[config.mk]
export PLATFORM = sky130hd
export DESIGN_NAME = tws_cordic_stage
export DESIGN_NICKNAME = d
export VERILOG_FILES = /design/src/rtl/three_wheel_steer_command_top_defines.svh /design/src/rtl/tws_pkg.sv /design/src/rtl/tws_cordic_stage.sv
export SDC_FILE = /design/constraint.sdc
export NUM_CORES = 1
export LEC_CHECK = 0
export ABC_AREA = 0
export BUFFER_PORTS_ARGS = -buffer_cell sky130_fd_sc_hd__buf_2
export CORE_UTILIZATION = 35
export CTS_BUF_LIST = sky130_fd_sc_hd__clkbuf_4
export DETAILED_ROUTE_END_ITERATION = 12
export GPL_TIMING_DRIVEN = 0
export PLACE_DENSITY = 0.52
export SETUP_SLACK_MARGIN = 0.3
export SLEW_MARGIN = 20
export SYNTH_ARGS = -nofsm -noshare
export SYNTH_HDL_FRONTEND = slang
export SYNTH_SLANG_ARGS = --single-unit
export TNS_END_PERCENT = 100
[constraint.sdc]
create_clock -name i_clk -period 6.1 [get_ports i_clk]
set_input_delay 1.22 -clock i_clk [delete_from_list [all_inputs] [get_ports i_clk]]
set_output_delay 1.22 -clock i_clk [all_outputs]
set_load 0.005 [all_outputs]
[src/rtl/three_wheel_steer_command_top_defines.svh]
// Assertion macros for the steering command block
`ifndef THREE_WHEEL_STEER_COMMAND_TOP_DEFINES_SVH
`define THREE_WHEEL_STEER_COMMAND_TOP_DEFINES_SVH
`ifndef SYNTHESIS
`define TWS_ASSERT_IMPL(label, clk, rst_n, a, c) \
    label: assert property (@(posedge clk) disable iff (!rst_n) (a) |-> (c)) \
        else $error("assertion failed");
`define TWS_ASSERT_NEXT(label, clk, rst_n, a, c) \
    label: assert property (@(posedge clk) disable iff (!rst_n) (a) |=> (c)) \
        else $error("assertion failed");
`else
`define TWS_ASSERT_IMPL(label, clk, rst_n, a, c)
`define TWS_ASSERT_NEXT(label, clk, rst_n, a, c)
`endif
`endif

[src/rtl/tws_pkg.sv]
`default_nettype none
package tws_pkg;
    localparam int unsigned CordicIterDefault = 14;
    localparam int unsigned AtanEntries = 21;
    localparam logic [14:0] AngPi = 15'd25736;
    localparam logic [14:0] AngHalfPi = 15'd12868;
    localparam logic [15:0] GainQ16 = 16'd39797;
    // Vector width: 18 bit component, times 16, plus CORDIC growth
    localparam int unsigned VecW = 25;

    typedef enum logic [1:0] {
        MODE_STOP   = 2'd0,
        MODE_RESET  = 2'd1,
        MODE_NORMAL = 2'd2,
        MODE_UNUSED = 2'd3
    } t_mode;

    localparam logic [0:0] REG_BEND_EN = 1'b0;
    localparam logic [0:0] REG_RADIUS  = 1'b1;

    // Per-wheel CORDIC lane state
    typedef struct packed {
        logic signed [VecW-1:0] x;
        logic signed [VecW-1:0] y;
        logic signed [15:0]     z;
        logic                   neg;
        logic                   zero;
    } t_lane;

    function automatic logic signed [15:0] atan_q13(input int unsigned i);
        logic signed [15:0] r;
        case (i)
            0:  r = 16'sd6434;
            1:  r = 16'sd3798;
            2:  r = 16'sd2007;
            3:  r = 16'sd1019;
            4:  r = 16'sd511;
            5:  r = 16'sd256;
            6:  r = 16'sd128;
            7:  r = 16'sd64;
            8:  r = 16'sd32;
            9:  r = 16'sd16;
            10: r = 16'sd8;
            11: r = 16'sd4;
            12: r = 16'sd2;
            13: r = 16'sd1;
            default: r = 16'sd0;
        endcase
        return r;
    endfunction
endpackage
`default_nettype wire

[src/rtl/tws_cordic_stage.sv]
`default_nettype none
// One vectoring CORDIC micro-rotation, registered
module tws_cordic_stage #(
    parameter int unsigned Shift = 0
) (
    input  wire                 i_clk,
    input  wire                 i_en,
    input  tws_pkg::t_lane      i_lane,
    output tws_pkg::t_lane      o_lane
);
    tws_pkg::t_lane r_lane;
    tws_pkg::t_lane n_lane;

    // Rotate toward the x axis and accumulate angle
    always_comb begin
        n_lane = i_lane;
        if (i_lane.y >= 0) begin
            n_lane.x = i_lane.x + (i_lane.y >>> Shift);
            n_lane.y = i_lane.y - (i_lane.x >>> Shift);
            n_lane.z = i_lane.z + tws_pkg::atan_q13(Shift);
        end else begin
            n_lane.x = i_lane.x - (i_lane.y >>> Shift);
            n_lane.y = i_lane.y + (i_lane.x >>> Shift);
            n_lane.z = i_lane.z - tws_pkg::atan_q13(Shift);
        end
    end

    always_ff @(posedge i_clk) begin
        if (i_en) begin
            r_lane <= n_lane;
        end
    end

    assign o_lane = r_lane;
endmodule
`default_nettype wire

## After elaboration in Yosys (flattened, before gate mapping)

Cells that the tools add are included.

| cells by class | value |
|---|---|
| add/sub/neg operators | 5 |
| $lt $le $gt $ge | 1 |
| multiplexer cells | 1 |

Operator list:

| kind | number |
|---|---|
| 66-bit 2-to-1 mux | 1 |
| 25-bit subtractor | 2 |
| 25-bit adder | 1 |
| 25-bit by 1-bit greater-or-equal comparator with 1-bit output (second input constant) | 1 |
| 16-bit by 14-bit adder with 16-bit output (second input constant) | 1 |
| 16-bit by 14-bit subtractor with 16-bit output (second input constant) | 1 |

| storage, ports and cells | value |
|---|---|
| flip-flop bits (word level) | 68 |
| input port bits | 70 |
| output and inout port bits | 68 |
| word-level logic and storage cells | 12 |

## Depth between registers and ports, before layout

| depth | value |
|---|---|
| depth after elaboration | 2 |
| depth in mapped cells | 13 |

## Worst setup path before layout

No wires, ideal clock.

| path | value |
|---|---|
| path type | input to register |
| start | in i_lane[42] (netlist name) |
| end | reg r_lane (netlist bit o_lane[17]), data pin |
| library setup time | 0.260 ns |
| arrival | 3.786 ns |
| data required time | 5.840 ns |
| setup slack | 2.054 ns |
| stages on the path | 13 |
| path buffers | 3 |
| cell sequence | clkbuf_1 > inv_1 > clkbuf_1 > clkbuf_1 > fa_1 > nor2b_1 > o21ai_0 > a21boi_1 > o41ai_1 > o211ai_1 > a31o_2 > a21oi_1 > xnor2_1 |

RTL lines:

| element | RTL line | RTL |
|---|---|---|
| from (decl) | tws_cordic_stage.sv:8 | `input tws_pkg::t_lane i_lane,` |
| to (signal assigned) | tws_cordic_stage.sv:30 | `r_lane <= n_lane;` |
| to (decl) | tws_cordic_stage.sv:11 | `tws_pkg::t_lane r_lane;` |

==> out/metrics.csv <==
metric;value;unit
GRT Total Usage;19.28;%
CP Max Fanout;14;
post-synthesis sequential area ratio;31.13;%
top_reg_cell synth;edfxtp_1;
PostCTS Resize Cnt;0;
Area Overhead vs Synth;17.27;%
Worst Setup End Kind;flop;
Hold Crit Endpoint;o_lane[1];
CTS tree;yes;
max reg flops;67;
# placed instances;1080;
wire per inst;16.17;um
final WL;17740;um
CTS root buf;clkbuf_4;
synthesized flop and latch total;67;
Worst Min Path Start;i_lane[1];
Syn Inst Count;713;
dpl hpwl;14290;um
CP startpoint kind;input port;
Initial DRC Count;345;
Die Footprint;19010;um2
worst vdd ir;117.4;uV
grt total ovfl;0;
# port buffers;137;
Final Slew Violations;0;
Pwr per Cell Area;197.4;nW/um2
Power Total;0.001496;W
vias in the first global route;5318;
drc violations;0;
DIE WIDTH;137.9;um
via count;5662;
Syn. warnings;0;
fin nets;1021;
Max Freq;207.9;MHz
Die Y;137.9;um
Sink Count;67;
largest net degree at the start of global routing;58;
Post-synth EDFFs;67;
Slew HR;50.69;%
# rows;49;
worst hold slack;0.9419;ns
CTS Buf Count;9;
antenna-violating nets left;0;
gpl congestion;0.8923;
post-route insts no fill;1097;
worst-margin pin slew;0.7396;ns
first-pass GRT wire length;27900;um
crit path DAT;5.02;ns
Fin. Hold Viols;0;
Synth async-reset ratio;0;%
core area;18020;um2
WS Path Type;in -> reg;
MaxCap Viol Count;0;
DR pass1 iterations;5;
type of the worst min-delay path;in -> reg;
Max clock buf depth;2;
status;complete, no violations;
Top-Level Pins;138;
RSZ-0062 raised after global routing;no;
worst hold path depth;1;
initial core utilization;35.85;%
Util after Layout;42.05;%
Post-CTS Setup Inserts;0;
fin crit period;4.810;ns
setup violators final;0;
Mapped Nets;872;
Syn Area/Cell;9.064;um2
Netlist cell types;62;
TNS Setup;0;ns
share of cells above drive strength 1;21.80;%
via-per-instance ratio;5.161;
CP startpoint;i_lane[42];
Clk pin slew, worst setup/hold paths;0.11;ns
cts hold-fix bufs;0;
required time of the worst setup path;6.31;ns
fin crit share;78.86;%
H-tree depth;3;
synthesized area;6462;um2
initial antenna violation count;1;
Leakage Power;3.461;nW
## synth_stat cells, types with 3 or more instances
cell        n  area share [%]
ha_1       85              16
inv_1      78             4.5
edfxtp_1   67              31
a21oi_1    66             5.1
nor2_1     57             3.3
xnor2_1    50             6.8
o21ai_0    40             3.1
nand2_1    29             1.7
a21o_1     23             2.7
nor3_1     18             1.4
nor2b_1    14             1.4
nand3_1    12            0.93
clkbuf_1   11            0.64
a31oi_1    10            0.97
mux2i_1    10             1.5
nand2b_1    9            0.87
o211ai_1    9             1.0
xor2_1      9             1.2
buf_1       8            0.46
o31ai_1     7            0.81
o21bai_1    6            0.70
or3_1       6            0.58
a211oi_1    5            0.58
buf_2       5            0.39
or2_2       5            0.48
a221oi_2    4            0.93
buf_4       4            0.46
fa_1        4             1.2
a2111oi_0   3            0.41
a21oi_2     3            0.41
and2_1      3            0.29
and3_1      3            0.29
nand4_1     3            0.29
o22ai_1     3            0.29
o41ai_2     3            0.76
## critical path, stage by stage
cell	delay, ns
buf_2	0.18
clkbuf_1	0.25
inv_1	0.22
clkbuf_1	0.52
clkbuf_1	0.62
fa_1	0.35
nor2b_1	0.05
o21ai_0	0.23
a21boi_1	0.16
o41ai_1	0.47
o211ai_1	0.22
a31o_2	0.26
a21oi_1	0.17
xnor2_1	0.08
## through the flow
step	area (um2)	setup slack [ns]
6_report	7579	1.290
2_1_floorplan	6462	2.054
4_1_cts	7576	1.268
3_5_place_dp	7465	0.7692
5_1_grt	7579	0.9643
3_3_place_gp	7435	0.6724
## where the power goes
| part | total (W) | internal, W | switching [W] |
|---|---|---|---|
| Clock | 0.000263 | 0.0000820 | 0.000181 |
| Sequential | 0.000622 | 0.000607 | 0.0000153 |
| Combinational | 0.000611 | 0.000257 | 0.000354 |
| Total | 0.00150 | 0.000946 | 0.000550 |
## worst max-delay path by stage
stage	slack [ns]	endpoint	cells past startpoint
final	1.29	o_lane[17]	14
after global routing	0.96	o_lane[17]	14
after CTS	1.27	o_lane[17]	14
after detailed placement	0.77	o_lane[17]	14
after global placement	0.67	o_lane[17]	14
after floorplan	2.05	o_lane[17]	13
## cells in the final DEF (no fill, tap or decap), types with 4 or more instances in the layout
cell and count:
a21o_1 23, a21oi_1 66, o21ai_0 40, nor2b_1 14
nand2_1 29, inv_1 78, clkbuf_1 11, buf_4 5
o31ai_1 7, o21bai_1 6, edfxtp_1 67, o211ai_1 9
xnor2_1 50, xor2_1 9, a221oi_2 4, or2_2 5
clkbuf_4 9, a211oi_1 5, mux2i_1 10, a31oi_1 10
nor2_1 57, buf_2 141, buf_1 8, or3_1 6
nor3_1 18, nand2b_1 9, fa_1 4, ha_1 85
nand3_1 12
## cells by family after synthesis
kind of cell             after synthesis  synth area share [%]
multiplexers                          10                 1.549
AND/OR/NAND/NOR                      165                 12.14
XOR/XNOR                              59                 7.996
AO/OA/AOI/OAI                        214                 22.81
flip-flops                            67                 31.13
adder cells (fa/ha/maj)               89                 17.70
buffers and inverters                109                 6.680
## final cells by class
cell class | count | area (um2)
Antenna cell | 1 | 2.502
Buffer | 29 | 131.4
Clock buffer | 9 | 67.56
Clock inverter | 7 | 43.79
Fill cell | 1866 | 10450
Inverter | 80 | 300.3
Multi-Input combinational cell | 537 | 4019
Sequential cell | 67 | 2012
Tap cell | 229 | 286.5
Timing Repair Buffer | 138 | 715.7
## per-layer routing
layer	up-vias	share of wire, %	GRT usage, %
li1	2836	-	-
met1	2627	49	27.20
met2	178	44	29.81
met3	21	5.3	2.412
met4	0	1.8	7.367
met5	-	0	0
(Power assumes the default switching activity.)
