File: src/rtl/three_wheel_steer_command_top_defines.svh
// Assertion macros for the steering command block
`ifndef THREE_WHEEL_STEER_COMMAND_TOP_DEFINES_SVH
`define THREE_WHEEL_STEER_COMMAND_TOP_DEFINES_SVH
`ifndef SYNTHESIS
`define TWS_ASSERT_IMPL(label, clk, rst_n, a, c) \
    label: assert property (@(posedge clk) disable iff (!rst_n) (a) |-> (c)) \
        else $error("assertion failed");
`define TWS_ASSERT_NEXT(label, clk, rst_n, a, c) \
    label: assert property (@(posedge clk) disable iff (!rst_n) (a) |=> (c)) \
        else $error("assertion failed");
`else
`define TWS_ASSERT_IMPL(label, clk, rst_n, a, c)
`define TWS_ASSERT_NEXT(label, clk, rst_n, a, c)
`endif
`endif

File: src/rtl/tws_pkg.sv
`default_nettype none
package tws_pkg;
    localparam int unsigned CordicIterDefault = 14;
    localparam int unsigned AtanEntries = 21;
    localparam logic [14:0] AngPi = 15'd25736;
    localparam logic [14:0] AngHalfPi = 15'd12868;
    localparam logic [15:0] GainQ16 = 16'd39797;
    // Vector width: 18 bit component, times 16, plus CORDIC growth
    localparam int unsigned VecW = 25;

    typedef enum logic [1:0] {
        MODE_STOP   = 2'd0,
        MODE_RESET  = 2'd1,
        MODE_NORMAL = 2'd2,
        MODE_UNUSED = 2'd3
    } t_mode;

    localparam logic [0:0] REG_BEND_EN = 1'b0;
    localparam logic [0:0] REG_RADIUS  = 1'b1;

    // Per-wheel CORDIC lane state
    typedef struct packed {
        logic signed [VecW-1:0] x;
        logic signed [VecW-1:0] y;
        logic signed [15:0]     z;
        logic                   neg;
        logic                   zero;
    } t_lane;

    function automatic logic signed [15:0] atan_q13(input int unsigned i);
        logic signed [15:0] r;
        case (i)
            0:  r = 16'sd6434;
            1:  r = 16'sd3798;
            2:  r = 16'sd2007;
            3:  r = 16'sd1019;
            4:  r = 16'sd511;
            5:  r = 16'sd256;
            6:  r = 16'sd128;
            7:  r = 16'sd64;
            8:  r = 16'sd32;
            9:  r = 16'sd16;
            10: r = 16'sd8;
            11: r = 16'sd4;
            12: r = 16'sd2;
            13: r = 16'sd1;
            default: r = 16'sd0;
        endcase
        return r;
    endfunction
endpackage
`default_nettype wire

File: src/rtl/tws_wheel_post.sv
`default_nettype none
// Gain correction, fold sign, bend scaling and saturation, four stages
module tws_wheel_post (
    input  wire                 i_clk,
    input  wire                 i_en,
    input  tws_pkg::t_lane      i_lane,
    input  wire                 i_scale,
    input  wire signed [11:0]   i_num,
    input  wire        [11:0]   i_den,
    input  wire        [15:0]   i_recip,
    output logic       [14:0]   o_angle,
    output logic signed [15:0]  o_speed
);
    // Stage A: gain multiply and angle clamp
    logic signed [41:0] r_prod;
    logic        [14:0] r_ang_a;
    logic               r_neg_a;
    logic               r_zero_a;
    logic        [14:0] n_ang;

    always_comb begin
        if (i_lane.z < 16'sd1) begin
            n_ang = 15'd1;
        end else if (i_lane.z > $signed({1'b0, tws_pkg::AngPi})) begin
            n_ang = tws_pkg::AngPi;
        end else begin
            n_ang = i_lane.z[14:0];
        end
    end

    always_ff @(posedge i_clk) begin
        if (i_en) begin
            r_prod   <= 42'(i_lane.x) * $signed({1'b0, tws_pkg::GainQ16});
            r_ang_a  <= i_lane.zero ? tws_pkg::AngPi : n_ang;
            r_neg_a  <= i_lane.neg;
            r_zero_a <= i_lane.zero;
        end
    end

    // Stage B: round magnitude, multiply by |num|
    logic [21:0] w_mag;
    logic [11:0] w_absn;
    logic [32:0] r_p2;
    logic [14:0] r_ang_b;
    logic        r_sneg_b;
    assign w_mag  = 22'((r_prod + 42'sd524288) >>> 20);
    assign w_absn = i_num[11] ? 12'(-i_num) : 12'(i_num);

    always_ff @(posedge i_clk) begin
        if (i_en) begin
            r_ang_b <= r_ang_a;
            if (r_zero_a) begin
                r_p2     <= '0;
                r_sneg_b <= 1'b0;
            end else if (i_scale) begin
                // 2*a*|n| + den
                r_p2 <= 33'({w_mag, 1'b0}) * 33'(w_absn) + 33'(i_den);
                r_sneg_b <= r_neg_a ^ (i_num < 0);
            end else begin
                r_p2     <= 33'(w_mag);
                r_sneg_b <= r_neg_a;
            end
        end
    end

    // Stage C: estimate quotient of p2 / (2*den) via reciprocal
    logic        r_scale_b;
    logic [11:0] r_den_b;
    logic [15:0] r_recip_b;
    always_ff @(posedge i_clk) begin
        if (i_en) begin
            r_scale_b <= i_scale & ~r_zero_a;
            r_den_b   <= i_den;
            r_recip_b <= i_recip;
        end
    end

    logic [48:0] w_qm;
    logic [22:0] w_q0;
    logic [12:0] w_d2;
    assign w_d2  = {r_den_b, 1'b0};
    assign w_qm  = 49'(r_p2) * 49'(r_recip_b);
    // Reciprocal under-estimates: q0 is q or q-1 or q-2
    assign w_q0  = 23'(w_qm >> 26);

    logic [22:0] r_q0;
    logic [32:0] r_p2_c;
    logic [12:0] r_d2_c;
    logic        r_scale_c;
    logic        r_sneg_c;
    logic [14:0] r_ang_c;
    always_ff @(posedge i_clk) begin
        if (i_en) begin
            r_q0      <= w_q0;
            r_p2_c    <= r_p2;
            r_d2_c    <= w_d2;
            r_scale_c <= r_scale_b;
            r_sneg_c  <= r_sneg_b;
            r_ang_c   <= r_ang_b;
        end
    end

    // Stage D: correct quotient with the remainder, apply sign, saturate
    logic [35:0] w_rem;
    logic [22:0] w_q;
    logic signed [24:0] w_s;
    assign w_rem = 36'(r_p2_c) - 36'(r_q0) * 36'(r_d2_c);

    always_comb begin
        if (!r_scale_c) begin
            w_q = r_p2_c[22:0];
        end else if (w_rem >= 36'({r_d2_c, 1'b0})) begin
            w_q = r_q0 + 23'd2;
        end else if (w_rem >= 36'(r_d2_c)) begin
            w_q = r_q0 + 23'd1;
        end else begin
            w_q = r_q0;
        end
        w_s = r_sneg_c ? -$signed({2'b00, w_q}) : $signed({2'b00, w_q});
    end

    always_ff @(posedge i_clk) begin
        if (i_en) begin
            o_angle <= r_ang_c;
            if (w_s > 25'sd32767) begin
                o_speed <= 16'sh7FFF;
            end else if (w_s < -25'sd32768) begin
                o_speed <= 16'sh8000;
            end else begin
                o_speed <= w_s[15:0];
            end
        end
    end
endmodule
`default_nettype wire

File: config.mk
export PLATFORM = sky130hd
export DESIGN_NAME = tws_wheel_post
export DESIGN_NICKNAME = d
export VERILOG_FILES = /design/src/rtl/three_wheel_steer_command_top_defines.svh /design/src/rtl/tws_pkg.sv /design/src/rtl/tws_wheel_post.sv
export SDC_FILE = /design/constraint.sdc
export NUM_CORES = 2
export LEC_CHECK = 0
export BUFFER_PORTS_ARGS = -buffer_cell sky130_fd_sc_hd__buf_2
export CORE_MARGIN = 2
export CORE_UTILIZATION = 34
export DETAILED_ROUTE_END_ITERATION = 7
export PLACE_DENSITY = 0.47
export SYNTH_ARGS = -nofsm -noshare
export SYNTH_HDL_FRONTEND = slang
export SYNTH_SLANG_ARGS = --single-unit
File: constraint.sdc
create_clock -name i_clk -period 17 [get_ports i_clk]
set_clock_uncertainty 0.15 [all_clocks]
set_input_delay 1.7 -clock i_clk [delete_from_list [all_inputs] [get_ports i_clk]]
set_output_delay 1.7 -clock i_clk [all_outputs]
set_load 0.005 [all_outputs]
# Word level (Yosys, flattened, before mapping)
# Index checks and enable logic that the tools add are counted.
# W data, S select, Z words.
dict set report totals {
  inputBits 111
  memories 0
  ram_bits 0
  word_cells 54
  output_inout_bits 31
  rom_bits 0
  latch_bits 0
  ff_bits 253
}
dict set report classes {
  add_sub_neg 7
  order_cmp 7
  shifts 0
  div 0
  eq_ne 0
  n_bitwise 4
  mux 10
  n_reduce_logical 2
  mul 4
}
# operator n
set op_table {}
lappend op_table {{$mux W23} 3}
lappend op_table {{$mul A33 B16 Y49} 1}
lappend op_table {{$add A42 B21 Y42 const B} 1}
lappend op_table {{$mul A25 B17 Y42 const B} 1}
lappend op_table {{$ge A36 B13 Y1} 1}
lappend op_table {{$ge A36 B14 Y1} 1}
lappend op_table {{$sub A33 B36 Y36} 1}
lappend op_table {{$mul A23 B12 Y35} 1}
lappend op_table {{$add A33 B12 Y33} 1}
lappend op_table {{$mul A22 B12 Y32} 1}
lappend op_table {{$mux W15} 2}
lappend op_table {{$gt A25 B16 Y1 const B} 1}
lappend op_table {{$lt A25 B16 Y1 const B} 1}
lappend op_table {{$mux W25} 1}
lappend op_table {{$neg A23 Y25} 1}
lappend op_table {{$add A23 B1 Y23 const B} 1}
lappend op_table {{$add A23 B2 Y23 const B} 1}
lappend op_table {{$mux W22} 1}
lappend op_table {{$gt A16 B16 Y1 const B} 1}
lappend op_table {{$lt A16 B2 Y1 const B} 1}
lappend op_table {{$mux W16} 1}
lappend op_table {{$lt A12 B1 Y1 const B} 1}
lappend op_table {{$mux W12} 1}
lappend op_table {{$neg A12 Y12} 1}
lappend op_table {{6 further kinds} 7}

# Longest topological paths before layout
dict set report logic_depth {
  ltp_word 10
  ltp_mapped 48
  ltp_nobuf 45
}

# Worst setup path before layout
# Ideal clock, no wire load.
dict set report synth_path {
  kind {register to register}
  from {reg r_q0[8]}
  to {reg o_speed[13], data pin}
  setup_time_ns 0.142
  setup_slack_ns 5.484
  path_buffers 4
  stages_incl_launch_ff 46
  period_less_slack_ns 11.516
  required_ns 16.708
  t_arrival_ns 11.224
  cell_sequence {edfxtp_1 > clkbuf_1 > clkbuf_1 > and2_1 > fa_1 > inv_1 > fa_1 > inv_1 > fa_1 > fa_1 > inv_1 > fa_1 > inv_1 > ha_1 > and3_1 > a311o_1 > and3_1 > o21a_1 > [... 10 more ...] > mux2i_1 > or3_1 > a211oi_1 > mux2i_1 > or4_4 > nor4_1 > and2_1 > o21a_2 > mux2_1 > mux2i_1 > nand3_1 > or4_4 > nand3b_4 > o41a_1 > xnor2_2 > o41a_4 > buf_6 > o21ai_2}
}
dict set report synth_via {
  elab_chain_len 10
  word_cells_on_any_way 14
  cone_classes {4 x add/sub; 1 x mul; 4 x order compare; 5 x mux}
}
# item line_no
set synth_lines {}
lappend synth_lines {{from (decl)} tws_wheel_post.sv:86} ;# logic [22:0] r_q0;
lappend synth_lines {{from (signal assigned)} tws_wheel_post.sv:94} ;# r_q0 <= w_q0;
lappend synth_lines {{$mul A23 B12 Y35} tws_wheel_post.sv:107} ;# assign w_rem = 36'(r_p2_c) - 36'(r_q0) * 36'(r_d2_c);
lappend synth_lines {{$sub A33 B36 Y36} tws_wheel_post.sv:107}
lappend synth_lines {{$ge A36 B13 Y1} tws_wheel_post.sv:114} ;# end else if (w_rem >= 36'(r_d2_c)) begin
lappend synth_lines {{$mux W23} tws_wheel_post.sv:114}
lappend synth_lines {{$mux W23 (*)} tws_wheel_post.sv:112} ;# end else if (w_rem >= 36'({r_d2_c, 1'b0})) begin
lappend synth_lines {{$mux W23 (*)} tws_wheel_post.sv:110} ;# if (!r_scale_c) begin
lappend synth_lines {{$neg A23 Y25} tws_wheel_post.sv:119} ;# w_s = r_sneg_c ? -$signed({2'b00, w_q}) : $signed({2'b00, w_q});
lappend synth_lines {{$mux W25 (*)} tws_wheel_post.sv:119}
lappend synth_lines {{$lt A25 B16 Y1} tws_wheel_post.sv:127} ;# end else if (w_s < -25'sd32768) begin
lappend synth_lines {{$mux W16} tws_wheel_post.sv:127}
lappend synth_lines {{to (signal assigned)} tws_wheel_post.sv:130} ;# o_speed <= w_s[15:0];
lappend synth_lines {{to (decl)} tws_wheel_post.sv:12} ;# output logic signed [15:0] o_speed
# Mark *: on every way between the ends. The rest lies on a longest branch, timed or not.
# A chain may end at the register's enable or synchronous reset.

# Worst setup path after layout
dict set report layout_path {
  from {reg r_q0[4]}
  to {reg o_speed[2], data pin}
}
# Same word-level chain as after synthesis.

==> impl_metrics.py <==
metrics = {
    "clock_tree": {
        "cts_buffers": 31,
        "clk_latency_ns": 0.66,
        "clockBufferDepth": 3,
        "cts_hold_buf": 0,
        "clkSinkCount": 234,
        "cts_tree": "built",
        "cts_setup_buffers": 0,
        "cts-root-buf": "clkbuf_16",
        "clk_pin_slew_ns": 0.06,
        "cts_resized": 0,
        "h-tree-depth": 1,
    },
    "die": {
        "rows": 143,
        "die_area_um2": 156000,
        "die-width_um": 395,
        "start_util_pct": 34.2,
        "fp.dieH_um": 395,
        "ios": 142,
        "core_area_um2": 152000,
    },
    "timing": {
        "fin_ws_ns": 3.70,
        "hold_violations": 0,
        "tns_ns": 0,
        "fmax_mhz": 75.2,
        "finalSetupViolCount": 0,
        "fin_crit_sh_pct": 78.2,
        "grt_setup_unrepaired": "false",
        "slew_violations": 0,
        "period_needed_ns": 13.30,
        "worst_pin_slew_ns": 1.08,
        "slew_headroom_pct": 28.3,
    },
    "global_routing": {
        "grt_max_degree": 164,
        "first_global_vias": 39400,
        "overflow": 0,
        "antenna_found_initial": 14,
        "grt_pass1_wl_um": 220000,
        "groute.usage.overall_pct": 17.9,
    },
    "worst_setup_path": {
        "worst-path-max-fanout": 15,
        "r2r_slack_ns": 3.70,
        "crit_arrival_ns": 13.62,
        "cp_num_buf_inv": 1,
        "worst_path_most_repeated_cell": "fa_1",
        "cp-start-kind": "flop",
        "cp.required_ns": 17.32,
        "slowest_delay_ns": 0.73,
        "reg2reg_depth": 39,
        "cp_top_family": "compound AO/OA/AOI/OAI gates",
        "cpMaxStageDelayCell": "edfxtp_1",
        "cp.depth": 39,
        "end_kind": "flop",
        "crit_type": "reg -> reg",
    },
    "worst_hold_path": {
        "holdPathStages": 0,
        "hold_path.class": "reg -> reg",
    },
    "synthesis": {
        "ys_ff_latch": 234,
        "yosysTopAreaCell": "fa_1",
        "ys_top_cells_by_count": "inv_1, fa_1, nand2_1",
        "synth_seq_area_share_pct": 13.5,
        "synth_top_family_by_area": "adder cells",
        "ys_types": 83,
        "synth_most_common_cell": "inv_1",
        "muxShareOfSynthArea_pct": 0.402,
        "synthSimpleGateAreaFrac_pct": 14.3,
        "synth-xor-area-share_pct": 3.55,
        "synth_area_um2": 52000,
        "synth_cells": 5483,
        "synth_top_area_share_pct": 39.9,
        "synth_edf_count": 234,
        "synth_compound_area_share_pct": 6.23,
        "syn_avg_cell_area_um2": 9.48,
        "syn_nets": 7128,
        "ys.flop_type": "edfxtp_1",
        "synthAdderAreaFrac_pct": 51.9,
        "synth_warnings": 0,
        "synthArstFlopShare_pct": 0,
        "yosys-top-cells-area": "fa_1, edfxtp_1, ha_1, inv_1, nand2_1",
    },
    "drt": {
        "drt-initial-drc-count": 1705,
        "vias_per_cell": 4.79,
        "wl_per_cell_um": 17.9,
        "wl_um": 136000,
        "drc": 0,
        "postRouteAntennaNets": 0,
        "num_vias": 36300,
        "first_pass_iters": 5,
    },
    "cells_and_area": {
        "fillCellCount": 15600,
        "nNetsFinal": 7168,
        "multi_input_area_um2": 39700,
        "register_area_um2": 7030,
        "final_layout_size_suffix_gt1_share_pct": 5.79,
        "areaGrowthSynthToFinish_pct": 8.21,
    },
    "outcome": {
        "status": "complete, no violations",
    },
    "placement": {
        "gp_congestion": 0.840,
        "io_buffers": 116,
        "pre_cts_slack_ns": 3.79,
        "hpwl_um": 105000,
    },
    "flow_run": {
        "max_cap_violations": 0,
    },
}
-- layout make-up --
type,instances,area share [%]
repair buffers,218,2.43
flip-flops and latches,234,12.5
clock buffers,32,1.39
diodes,6,0.0267
well taps,2030,4.52
inverters,1174,7.84
clock inverters,26,0.590
multi-input cells,3864,70.7
-- cells by family after synthesis --
kind of cell / after synthesis
and+or+nand+nor: 1623
adders and majority gates: 1534
buffers and inverters: 1385
AOI/OAI and AO/OA: 477
DFF: 234
xor gates and xnor gates: 210
muxes: 20
-- path summary, 6_finish.rpt --
| path | startpoint | to |
|---|---|---|
| setup / recovery | r_q0[4] | o_speed[2] |
| hold / removal | r_ang_b[8] | r_ang_c[8] |
| setup reg to reg | r_q0[4] | o_speed[2] |
| hold reg to reg | r_ang_b[8] | r_ang_c[8] |
-- state kept, by name, summed over array words and instances, names as in the netlist --
name / cells
o_angle: 15
r_neg_a: 1
r_p2: 33
r_den_b: 12
r_sneg_b: 1
r_scale_c: 1
r_ang_c: 15
r_zero_a: 1
r_ang_b: 15
r_sneg_c: 1
r_p2_c: 33
o_speed: 16
r_recip_b: 16
r_ang_a: 15
r_scale_b: 1
r_prod: 23
r_d2_c: 12
r_q0: 23
-- layer usage --
metal  GRT usage, %  part of all wire, %
met1           23.5                   44
met2           31.2                   49
met3           2.06                  4.1
met4           4.82                  2.7
met5              0                0.038
-- cells in the final DEF (no fill, tap or decap), drive strengths merged, types with 59 or more instances in the layout --
master / n
nor2: 192
buf: 218
edfxtp: 234
a21o: 59
a21oi: 115
fa: 1035
and2: 282
inv: 1178
nand2: 868
o21ai: 102
xnor2: 131
ha: 499
xor2: 79
-- per-stage QoR --
stage	util [%]	instances	hold WS (ns)	cell area, um^2
floorplan	-	5483	0.250	52000
global placement	36.3	7520	0.250	55100
detailed placement	36.3	7520	0.255	55100
CTS	37.0	7578	0.265	56200
global route	37.0	7583	0.272	56200
finish	37.0	7584	0.264	56200
Power is left out: the tool's default activity adds up to more than one toggle a clock period on the data nets, which glitch-free logic cannot reach.
